<file path="config.mk">
export PLATFORM = sky130hd
export DESIGN_NAME = spsc_ctrl
export DESIGN_NICKNAME = d
export VERILOG_FILES = /design/src/rtl/spsc_pkg.sv /design/src/rtl/spsc_ctrl.sv
export SDC_FILE = /design/constraint.sdc
export NUM_CORES = 1
export LEC_CHECK = 0
export ABC_AREA = 1
export BUFFER_PORTS_ARGS = -buffer_cell sky130_fd_sc_hd__buf_2
export CAP_MARGIN = 20
export CORE_AREA = 2 2 39 41
export CTS_CLUSTER_DIAMETER = 30
export DETAILED_ROUTE_END_ITERATION = 10
export DIE_AREA = 0 0 41 43
export MAX_ROUTING_LAYER = met4
export SYNTH_ARGS = -nofsm -noshare
export SYNTH_HDL_FRONTEND = slang
export SYNTH_SLANG_ARGS = --single-unit
</file>
<file path="constraint.sdc">
create_clock -name clk -period 1.5 [get_ports clk]
set_clock_uncertainty 0.05 [all_clocks]
set_input_delay 0.3 -clock clk [delete_from_list [all_inputs] [get_ports clk]]
set_output_delay 0.3 -clock clk [all_outputs]
set_load 0.02 [all_outputs]
</file>
<file path="src/rtl/spsc_pkg.sv">
// shared types and constants for the sorted pair sum counter
`default_nettype none
package spsc_pkg;

	localparam int MAX_ELEMENTS = 1024;
	localparam int DATA_W       = 32;
	localparam int ADDR_W       = (MAX_ELEMENTS > 1) ? $clog2(MAX_ELEMENTS) : 1;
	localparam int LEN_W        = $clog2(MAX_ELEMENTS + 1);
	localparam int COUNT_W      = 11;

	localparam logic [1:0] OP_APPEND_A = 2'd0;
	localparam logic [1:0] OP_APPEND_B = 2'd1;
	localparam logic [1:0] OP_RUN      = 2'd2;

	typedef struct packed {
		logic [1:0]               opcode;
		logic signed [DATA_W-1:0] element_value;
	} in_req_t;

	typedef struct packed {
		logic [COUNT_W-1:0] pair_count;
		logic               overflow;
	} out_res_t;

	typedef struct packed {
		logic append_a;
		logic append_b;
		logic start;
		logic step;
		logic finish;
	} spsc_cmd_t;

	typedef struct packed {
		logic walk_done;
	} spsc_sts_t;

endpackage
`default_nettype wire

</file>
<file path="src/rtl/spsc_ctrl.sv">
// controller: request handshake, walk sequencing and result valid
`default_nettype none
module spsc_ctrl (
	input  wire logic                clk,
	input  wire logic                arst_n,
	input  wire logic                in_valid,
	input  wire logic [1:0]          opcode,
	input  wire logic                out_stall,
	input  wire spsc_pkg::spsc_sts_t sts,
	output logic                     in_stall,
	output logic                     out_valid,
	output spsc_pkg::spsc_cmd_t      cmd
);

	typedef enum logic [1:0] {
		ST_IDLE,
		ST_WALK,
		ST_FINISH
	} state_t;

	state_t state_q;
	logic   out_valid_q;
	logic   accept, can_load;

	assign in_stall = (state_q != ST_IDLE);
	assign accept   = in_valid && !in_stall;
	assign can_load = !out_valid_q || !out_stall;

	always_comb begin
		cmd.append_a = accept && (opcode == spsc_pkg::OP_APPEND_A);
		cmd.append_b = accept && (opcode == spsc_pkg::OP_APPEND_B);
		cmd.start    = accept && (opcode == spsc_pkg::OP_RUN);
		cmd.step     = (state_q == ST_WALK) && !sts.walk_done;
		cmd.finish   = (state_q == ST_FINISH) && can_load;
	end

	always_ff @(posedge clk or negedge arst_n) begin
		if (!arst_n) begin
			state_q     <= ST_IDLE;
			out_valid_q <= 1'b0;
		end else begin
			if (out_valid_q && !out_stall && !cmd.finish) begin
				out_valid_q <= 1'b0;
			end
			unique case (state_q)
				ST_IDLE: begin
					if (cmd.start) begin
						state_q <= ST_WALK;
					end
				end
				ST_WALK: begin
					if (sts.walk_done) begin
						state_q <= ST_FINISH;
					end
				end
				ST_FINISH: begin
					if (can_load) begin
						out_valid_q <= 1'b1;
						state_q     <= ST_IDLE;
					end
				end
				default: begin
					state_q <= ST_IDLE;
				end
			endcase
		end
	end

	assign out_valid = out_valid_q;

endmodule
`default_nettype wire
</file>
[Word-level counts from Yosys, hierarchy flattened]
Cells that the tools add are included.
Widths: inputs -> output; s select.
Word-level totals
  flip-flop bits (word level): 3
  bits of input ports: 7
  output and inout bits: 7
  logic and storage cells: 34
Cells by class
  eq/ne operators: 7
  mux-type cells: 7
  reductions and logical operators: 18
Operator list (number)
  $logic_and 1x1->1: 8
  $mux 2: 3
  $ne 2x2->1 const B: 3
  $pmux 2 s3: 1
  $logic_not 1->1: 5
  $eq 2x1->1 const B: 2
  $eq 2x2->1 const B: 2
  $logic_not 2->1: 2
  $mux 1: 3
  $reduce_and 3->1: 1
  $reduce_bool 2->1: 1
  $logic_or 1x1->1: 1

[Depth between registers and ports, before layout]
Gate-level depths: netlist of run 1.
  word-level depth: 8
  gate-level depth with buffers: 4
  depth with buffers taken out: 4

[Worst setup path after synthesis of run 1]
No wires, ideal clock.
  kind: register to output
  start point: register state_q[0]
  end point: output port cmd[3] in the netlist's numbering
  data arrival time: 0.910 ns
  required time: 1.150 ns
  slack: 0.240 ns
  cell stages (with the launch flop): 4
  path buffers: 0
  path through: dfrtp_1 -> nor2_2 -> nand3_1 -> nor2_1
RTL lines
  start: declaration: RTL line spsc_ctrl.sv:21  | state_t state_q;
  start signal: assignment: RTL line spsc_ctrl.sv:39  | state_q <= ST_IDLE;
  start signal: assignment: RTL line spsc_ctrl.sv:48  | state_q <= ST_WALK;
  start signal: assignment: RTL line spsc_ctrl.sv:53  | state_q <= ST_FINISH;
  end: declaration: RTL line spsc_ctrl.sv:12  | output spsc_pkg::spsc_cmd_t cmd

==> results of run 1 <==
## cells in the mapped netlist
library cell / instances / area share
nand2_1: 5 / 0.11
nor2_1: 5 / 0.11
inv_1: 9 / 0.20
dfrtp_1: 3 / 0.43
nor2_2: 1 / 0.036
nand3_1: 4 / 0.12
## layout make-up
type                    instances  area (sq um)
flip-flops and latches          3          75.1
well taps                      16          20.0
inverters                       9          33.8
repair buffers                 16           100
fillers                       161          1060
clock buffers                   4          26.3
multi-input cells              15          66.3
## path summary, 6_finish.rpt
| path | end |
|---|---|
| min in group asynchronous | out_valid |
| max in group asynchronous | state_q[0] |
| worst min-delay path | out_valid |
| worst min register to register | out_valid |
| worst max register to register | state_q[0] |
| worst max-delay path | cmd[4] |
## per-layer routing
| layer | global-route usage | vias up |
|---|---|---|
| met3 | 0.0157 | 0 |
| met1 | 0.0548 | 96 |
| li1 | - | 116 |
| met5 | - | - |
| met4 | 0.0800 | 0 |
| met2 | 0.0844 | 5 |
## stage by stage
step	setup TNS, ns	setup WS [ns]	util	std cells
global placement	0	0.266	0.186	56
CTS	0	0.0107	0.218	62
detailed placement	0	0.231	0.186	56
finish	0	0.0187	0.232	63
floorplan	0	0.240	-	27
global route	-0.0979	-0.0414	0.232	63
## timing repair
item                       4_1_cts  5_1_grt
hold buffers                     1        0
gates cloned                     0        0
gates resized for setup          0        5
setup buffers                    1        1
pin swaps                        1        1
hold endpoints to repair         3        0
setup endpoints to repair        2        4
## layout by cell type (no fill, tap or decap)
| cell type | Yosys | final |
|---|---|---|
| clkbuf_4 | 0 | 3 |
| inv_1 | 9 | 9 |
| nand3_1 | 4 | 4 |
| buf_2 | 0 | 9 |
| nor2_2 | 1 | 2 |
| dlygate4sd3_1 | 0 | 1 |
| clkbuf_1 | 0 | 1 |
| dfrtp_1 | 3 | 3 |
| nor2_1 | 5 | 4 |
| buf_4 | 0 | 6 |
| nand2_1 | 5 | 5 |
## worst max-delay path, cell delays in order, from the launching register on
cell and delay [ns]:
dfrtp_1 0.40, nor2_2 0.15, nand3_1 0.10, nor2_1 0.10, buf_4 0.15
## power breakdown
| part | switching, mW | total [mW] | internal [mW] |
|---|---|---|---|
| logic | 0.0440 | 0.0792 | 0.0352 |
| registers | 0.00517 | 0.0937 | 0.0886 |
| clock network | 0.0428 | 0.143 | 0.0998 |
| total | 0.0919 | 0.315 | 0.223 |
## flip-flops by register name (all words and copies together), names as in the netlist
| name | cells |
|---|---|
| state_q | 2 |
| out_valid | 1 |
## cell families after synthesis
kind of cell  Yosys count  share of synthesized area
flops                   3                      0.435
simple gates           15                      0.370
buf+inv                 9                      0.196
==> key figures, run 1 <==
Cells and area
  – Final net count: 55
  – Final non-filler cell area: between 300 and 400 sq um
  – Layout cell share with drive strength beyond 1: 0.426
  – ANT cells: 0
  – P&R area growth vs syn: 86.2%

Critical path
  – CP Launch Point: state_q[0]
  – Required @ worst endpoint: about 1.2 ns
  – Critical Path Start Type: flop
  – CP Data Arrival Time: 1.13 ns
  – Critical Path Fanout Max: 3
  – Worst reg2reg startpoint: state_q[0]
  – Register-to-register setup slack: 0.64 ns
  – WS Path Type: reg2out
  – CP Capture Type: output pin
  – R2R depth: 3

Min path
  – Hold path cells: 3
  – HP Class: in2reg
  – HP Start: out_stall

STA
  – Rel. slew slack: 0.913
  – Tcrit/Tclk final: 0.988
  – Final hold viol count: 0
  – Worst-margin pin slew: about 0.13 ns
  – Final Hold Slack: ~0.24 ns
  – Slew Limit Fails: 0
  – F_max: just under 0.7 GHz
  – Final setup violation count: 0
  – RSZ-0062 raised after global routing: true
  – Tmin final: 1.48 ns

Route
  – Antenna Nets Post-Route: 0
  – Via/cell ratio: roughly 3.4
  – Metal-1 WL: about 160 um
  – Post-Route WL: between 400 and 500 um
  – Drt pass-1 iters: 4
  – # DRC: 0
  – WL/cell: 7.06 um
  – Metal3 WL: ~23 um
  – Routed met2 length: roughly 260 um
  – Initial DRC count: 1
  – DR top layer: met3
  – DR vias: ~220

GRT
  – Vias in the first global route: 190
  – First-pass GRT wire length: 662 um
  – Initial antenna violation count: 0
  – Largest net degree at the start of global routing: 5
  – Gr ovfl total: 0
  – GRT Total Usage: 0.0608

Synthesis
  – Mapped Area: 173 sq um
  – Syn. warnings: 0
  – Netlist cell types: 6
  – Mapped Avg Cell Area: ~6.4 sq um
  – Post-synthesis sequential area ratio: 0.435
  – Syn Nets: 34
  – Yosys reg bits: 3
  – Syn Inst Count: 27

Power and ir drop
  – Peak supply drop: 256 uV
  – Leak: ~0.22 nW
  – Power density over the cells: 981 nW/um^2
  – Total power: around 320 uW

Floorplan
  – Initial Util: 0.125
  – Die Ht: approximately 43 um
  – Die area: around 1800 sq um
  – Core area: between 1000 and 1500 sq um
  – Die W: about 41 um
  – Boundary Pins: 14
  – # rows: 14

Place
  – Placed cell areas: around 260 sq um
  – HPWL after DPL: ~330 um
  – GP Congestion: slightly above 0.6
  – PortBufs: 13

CTS
  – Root Driver: clkbuf_4
  – Clk sinks: 3
  – H-tree Lvls: 1
  – Clk_lat worst skew: approximately 0.23 ns
  – Total CTS buffers: 3
  – Clock-pin slew on the worst setup and hold paths: about 0.040 ns
  – TritonCTS clock tree: built
  – Clk buf depth: 2

Outcome
  – Status: finished clean

Flow run
  – Max-cap viol count: 0
(Power assumes the default switching activity.)
==> run 2, diff against run 1 <==
--- a/config.mk
+++ b/config.mk
@@ -5,7 +5,6 @@
 export SDC_FILE = /design/constraint.sdc
 export NUM_CORES = 1
 export LEC_CHECK = 0
-export ABC_AREA = 1
 export BUFFER_PORTS_ARGS = -buffer_cell sky130_fd_sc_hd__buf_2
 export CAP_MARGIN = 20
 export CORE_AREA = 2 2 39 41
==> run 2 against run 1 <==
Compared with the run above: combinational power increased by 10%; first-iteration DRC count did not move; core utilization grew 2.7 points; clock power is 3% lower; total power grew 2.6%; global-route usage rose by 0.42 points; final area increased by 12%; sequential share of layout area is 1.7 points lower; sequential power up 5.8%; count of clock-buffer cells in the layout unchanged; fmax increased by 1.0%; largest power group unchanged.
==> key figures, run 2 <==
Outcome
  – Status: finished clean

Synthesis
  – Commonest cells post-synth: dfrtp_1 (3), and4b_1 (2), nand2_1 (2), nand2b_1 (2)
  – Mapped Area: 186 sq um (+8.0%)
  – Syn. warnings: 0 (unchanged)
  – Netlist cell types: 13 (+7)
  – Mapped Avg Cell Area: 10.4 sq um (+62%)
  – Yosys reg bits: 3 (unchanged)
  – Count of flip-flops with a built-in enable after synthesis: 0 (unchanged)
  – Post-synth top flop: dfrtp_1
  – Syn Inst Count: 18 (-33%)
  – Top cells by area, synth: dfrtp_1 (40%), and4b_1 (11%), and4bb_1 (6.7%)
  – Top cell type by total area after synthesis: dfrtp_1
  – Top-count cell post-synth: dfrtp_1
  – Synth async-reset ratio: 1.00 (unchanged)
  – Yosys top cell area share: 0.403 (-0.0321)
  – Syn Nets: 25 (-26%)
  – Post-synthesis sequential area ratio: 0.403 (-0.0321)

Critical path
  – Critical Path Fanout Max: 5 (+2)
  – Largest delay share family, worst path: flip-flops
  – CP Capture Type: output pin
  – Required @ worst endpoint: 1.15 ns (about the same)
  – CP max-delay cell: dfrtp_2
  – Critical Path Start Type: flop
  – WS Path Type: reg2out
  – Worst path cell trace: nor2_4 > and4b_1 > buf_6
  – CP peak stage delay: 0.43 ns (+0.03 ns)
  – CP bufs+invs: 1 (unchanged)
  – CP Data Arrival Time: 1.12 ns (about the same)

Route
  – Antenna Nets Post-Route: 0 (unchanged)
  – Metal-1 WL: 164 um (+0.61%)
  – Post-Route WL: 443 um (-0.45%)
  – Drt pass-1 iters: 2 (-2)
  – DR vias: 208 (-4.1%)
  – DR top layer: met3
  – Metal3 WL: 39 um (+70%)
  – Initial DRC count: 1 (unchanged)
  – Via/cell ratio: 3.85 (+12%)
  – Routed met2 length: 239 um (-7.0%)
  – WL/cell: 8.20 um (+16%)
  – # DRC: 0 (unchanged)

CTS
  – Clk sinks: 3 (unchanged)
  – Clk buf depth: 2 (unchanged)
  – Root Driver: clkbuf_4
  – TritonCTS clock tree: built
  – Clock-pin slew on the worst setup and hold paths: 0.04 ns (about the same)
  – H-tree Lvls: 1 (unchanged)
  – Total CTS buffers: 3 (unchanged)
  – Clk_lat worst skew: 0.23 ns (about the same)

Place
  – PortBufs: 13 (unchanged)
  – Inst Count DP: 47 (-16%)
  – GP Congestion: 0.641 (+4.8%)

Floorplan
  – # rows: 14 (unchanged)
  – Initial Util: 0.135 (+0.00995)
  – Die Ht: 43 um (unchanged)
  – Die area: 1760 sq um (unchanged)
  – Die W: 41 um (unchanged)
  – Boundary Pins: 14 (unchanged)
  – Core area: 1380 sq um (unchanged)

STA
  – RSZ-0062 raised after global routing: true
  – Final hold viol count: 0 (unchanged)
  – Tcrit/Tclk final: 0.978 (-0.00983)
  – Tmin final: 1.47 ns (-0.0147 ns)
  – Rel. slew slack: 0.894 (-0.0192)
  – F_max: 0.682 GHz (+1.0%)
  – Setup TNS: 0 ns (unchanged)
  – Final setup violation count: 0 (unchanged)
  – Final Hold Slack: 0.295 ns (+0.0527 ns)
  – Worst-margin pin slew: 0.159 ns (+0.0284 ns)
  – Slew Limit Fails: 0 (unchanged)

Cells and area
  – ANT cells: 0 (unchanged)
  – Commonest non-fill, non-tap cell in the layout: buf_2
  – Commonest cells after routing, fill and taps aside: buf_2 (9), clkbuf_4 (3), buf_6 (3), buf_4 (3)
  – P&R area growth vs syn: 92.6%
  – Max FFs per register: 2 (unchanged)
  – Layout cell share with drive strength beyond 1: 0.632 (+0.206)
  – Final net count: 46 (-16%)
  – # fillers: 152 (-5.6%)
  – Final cell count without fillers: 54 (-14%)
  – Biggest register: state_q

Power and ir drop
  – Pint: 234 uW (+4.6%)
  – Switching power: 90.1 uW (-2.0%)
  – Sequential Power Share: 0.306 (+0.009)
  – Leak: 0.183 nW (-18%)
  – Peak supply drop: 272 uV (+6.2%)
  – Sw frac: 0.278 (-0.0133)
  – Logic gate share of total power: 0.269 (+0.018)
  – Power density over the cells: 902 nW/um^2 (-8.1%)
  – Clock share of power: 0.425 (-0.027)

GRT
  – Largest net degree at the start of global routing: 7 (+2)
  – Gr ovfl total: 0 (unchanged)
  – First-pass GRT wire length: 683 um (+3.2%)
  – GRT Total Usage: 0.0649 (+0.00419)
  – Initial antenna violation count: 0 (unchanged)
  – Vias in the first global route: 195 (+2.6%)

Flow run
  – Max-cap viol count: 0 (unchanged)

Min path
  – HP Class: in2reg
## run 2: final timing paths
kind	start	to	slack, ns	depth (start not counted)
worst max-delay path	state_q[1]	cmd[3]	0.03	3
worst min-delay path	out_stall	out_valid	0.29	3
max in group asynchronous	arst_n	state_q[0]	0.93	2
worst max register to register	state_q[1]	out_valid	0.62	3
worst min register to register	state_q[1]	state_q[0]	0.45	1
min in group asynchronous	arst_n	state_q[1]	0.36	2
## run 2: tightest hold or removal path: cells and delay by family
kind	cells	cell delay, ns
buffers and inverters	1	0.09
AND/OR/NAND/NOR	2	0.14
## run 2: per-layer routing
metal  vias to the layer above  track usage
met5                         -            -
met4                         0       0.0600
met3                         0       0.0471
met2                         7       0.0813
met1                        95       0.0615
li1                        106            -
## run 2: final cells by class
class | instances | area, sq um | area share
multi-input cells | 14 | 120 | 0.334
inverters | 1 | 3.75 | 0.0105
clock buffers | 4 | 26.3 | 0.0732
repair buffers | 16 | 111 | 0.310
well taps | 16 | 20.0 | 0.0557
flip-flops and latches | 3 | 77.6 | 0.216
## run 2: cells by family (layout without fill, tap and decap cells)
family / count (synthesis) / in the layout / share of synthesized area
simple gates: 11 / 11 / 0.456
compound gates: 3 / 3 / 0.121
buf+inv: 1 / 21 / 0.0201
flops: 3 / 3 / 0.403
## run 2: stage by stage
| stage | util | cell area (sq um) | power (mW) | setup WS, ns |
|---|---|---|---|---|
| final | 0.259 | 359 | 0.324 | 0.0334 |
| after global routing | 0.259 | 359 | 0.352 | -0.0254 |
| after detailed placement | 0.196 | 272 | 0.166 | 0.226 |
| after CTS | 0.239 | 330 | 0.323 | -0.0135 |
| after floorplan | - | 186 | 0.137 | 0.202 |
| after global placement | 0.196 | 272 | 0.165 | 0.244 |
## run 2: what timing repair did
item	in CTS	in global routing
hold buffers	1	0
setup buffers	1	1
endpoints found under the setup margin	4	5
resized for setup	5	6
pin swaps	3	1
endpoints found under the hold margin	3	0
## run 2: power by group through the flow
stage	Sequential [mW]	Combinational (mW)	Clock [mW]
2_1_floorplan	0.100	0.0369	0
3_3_place_gp	0.0972	0.0680	0
3_5_place_dp	0.0974	0.0683	0
4_1_cts	0.0964	0.0795	0.148
5_1_grt	0.102	0.0945	0.156
6_report	0.0991	0.0871	0.138
==> run 3, diff against run 2 <==
==> constraint.sdc (replaced) <==
create_clock -name clk -period 1.2 [get_ports clk]
set_clock_uncertainty 0.05 [all_clocks]
set_input_delay 0.24 -clock clk [delete_from_list [all_inputs] [get_ports clk]]
set_output_delay 0.24 -clock clk [all_outputs]
set_load 0.02 [all_outputs]
==> run 3 against run 2 <==
Compared with the run above: the flow now finishes with violations (negative setup slack); global-route usage is 1.3 points higher; worst hold slack worse by 0.069 ns; sequential share of layout area is 1.9 points lower; critical path type unchanged; largest cell class is now buffers; highest routed layer unchanged.
==> key figures, run 3 (same netlist as run 2, synthesis figures left out) <==
Critical path
  – CP bufs+invs: 1 (unchanged)
  – Worst reg2reg startpoint: state_q[0]
  – Worst path cell trace: nor2_4 > and4b_1 > buf_4
  – CP peak stage delay: 0.41 ns (-0.02 ns)
  – CP Data Arrival Time: 1.12 ns (about the same)
  – CP Capture Type: output pin
  – Critical Path Start Type: flop
  – CP Launch Point: state_q[1]
  – Critical Path Fanout Max: 4 (-1)
  – Largest delay share family, worst path: flip-flops
  – CP max-delay cell: dfrtp_1
  – WS Path Type: reg2out
  – Required @ worst endpoint: 0.91 ns (-0.24 ns)

STA
  – Final setup violation count: 6 (+6)
  – Final Hold Slack: 0.226 ns (-0.0690 ns)
  – RSZ-0062 raised after global routing: true
  – Tcrit/Tclk final: 1.17
  – Slew Limit Fails: 0 (unchanged)
  – Rel. slew slack: 0.900 (+0.00610)
  – Worst setup margin: -0.209 ns (-0.242 ns)
  – Worst-margin pin slew: 0.151 ns (-0.00881 ns)
  – Final hold viol count: 0 (unchanged)
  – F_max: around 0.71 GHz
  – Tmin final: around 1.4 ns

GRT
  – M3 GR Usage: 0.0314 (-0.0157)
  – Initial antenna violation count: 0 (unchanged)
  – Met2 usage: 0.113 (+0.0313)
  – Gr ovfl total: 0 (unchanged)
  – GRT Total Usage: 0.0784 (+0.0134)
  – Largest net degree at the start of global routing: 5 (-2)
  – Grt met1 use: 0.0712 (+0.00971)
  – Vias in the first global route: 231 (+18%)
  – First-pass GRT wire length: 862 um (+26%)
  – Gr busiest metal: met2

CTS
  – Root Driver: clkbuf_4
  – Clk_lat worst skew: 0.23 ns (about the same)
  – TritonCTS clock tree: built
  – Clock-pin slew on the worst setup and hold paths: 0.04 ns (about the same)
  – Clk sinks: 3 (unchanged)
  – Clk buf depth: 2 (unchanged)
  – H-tree Lvls: 1 (unchanged)
  – Total CTS buffers: 3 (unchanged)

Floorplan
  – Die Ht: 43 um (unchanged)
  – # rows: 14 (unchanged)
  – Initial Util: 0.135 (unchanged)
  – Die W: 41 um (unchanged)
  – Boundary Pins: 14 (unchanged)
  – Core area: 1380 sq um (unchanged)
  – Die area: 1760 sq um (unchanged)

Place
  – GP Congestion: 0.580 (-9.5%)
  – HPWL after DPL: about 350 um
  – Placed cell areas: 299 sq um (+10%)
  – PortBufs: 13 (unchanged)
  – Post-Place Worst Slack: 0.000182 ns (-0.226 ns)

Power and ir drop
  – Power density over the cells: 1110 nW/um^2 (+23%)
  – Leak: 0.200 nW (+9.0%)
  – Peak supply drop: 334 uV (+23%)

Route
  – Via/cell ratio: 3.82 (-0.71%)
  – Antenna Nets Post-Route: 0 (unchanged)
  – DR vias: 218 (+4.8%)
  – Drt pass-1 iters: 1 (-1)
  – # DRC: 0 (unchanged)
  – Initial DRC count: 0 (-1)
  – WL/cell: 8.44 um (+2.9%)
  – Post-Route WL: 481 um (+8.6%)

Min path
  – HP Class: in2reg
  – HP Start: out_stall

Cells and area
  – Layout cell share with drive strength beyond 1: 0.683 (+0.0513)
  – Commonest cells after routing, fill and taps aside: buf_4 (9), buf_2 (7), clkbuf_4 (3)
  – Max FFs per register: 2 (unchanged)
  – Final net count: 49 (+6.5%)
  – Util after Layout: 0.279 (+0.0199)
  – Final non-filler cell area: 387 sq um (+7.7%)
  – ANT cells: 0 (unchanged)
  – Biggest register: state_q
  – Commonest non-fill, non-tap cell in the layout: buf_4
  – P&R area growth vs syn: 107%

Outcome
  – Status: complete, but fails checks
  – Failing checks: negative setup slack

Flow run
  – Max-cap viol count: 0 (unchanged)
## run 3: worst paths after layout
check | to | slack, ns | cells after the start
worst max-delay path | cmd[2] | -0.21 | 3
worst min-delay path | out_valid | 0.23 | 3
worst max register to register | state_q[0] | 0.17 | 3
worst min register to register | out_valid | 0.50 | 2
max in group asynchronous | state_q[0] | 0.69 | 2
min in group asynchronous | state_q[1] | 0.28 | 2
## run 3: area by class of cell
class | instances | area, sq um
inverters | 1 | 3.75
well taps | 16 | 20.0
fillers | 158 | 997
clock buffers | 4 | 26.3
flip-flops and latches | 3 | 76.3
repair buffers | 19 | 135
multi-input cells | 14 | 125
## run 3: timing repair
action | in CTS | in global routing
endpoints found under the hold margin | 3 | 0
setup buffers | 2 | 0
endpoints found under the setup margin | 6 | 6
pin swaps | 3 | 1
gates resized for setup | 9 | 3
hold buffers | 1 | 0
## run 3: routing by layer
layer / part of all wire / routed length (um) / vias to the layer above
met5: 0 / 0 / -
met4: 0 / 0 / 0
met3: 0.079 / 38 / 0
met2: 0.54 / 260 / 7
met1: 0.38 / 182 / 98
li1: - / - / 113
## run 3: stage by stage
stage / TNS, ns / std cells / power (mW)
2_1_floorplan: 0 / 18 / 0.173
3_3_place_gp: 0 / 50 / 0.221
3_5_place_dp: 0 / 50 / 0.222
4_1_cts: -1.16 / 57 / 0.436
5_1_grt: -1.55 / 57 / 0.466
6_report: -1.09 / 57 / 0.429
## run 3: worst reg2reg max path: cells and delay by family (launching register included)
family	cells	cell delay [ns]
compound gates	1	0.15
buf+inv	1	0.15
flops	1	0.43
simple gates	1	0.16
## run 3: power breakdown
part | switching, mW | leakage, nW | internal (mW)
clock network | 0.0535 | 0.0150 | 0.125
logic | 0.0592 | 0.146 | 0.0699
registers | 0.0105 | 0.0389 | 0.111
total | 0.123 | 0.200 | 0.306
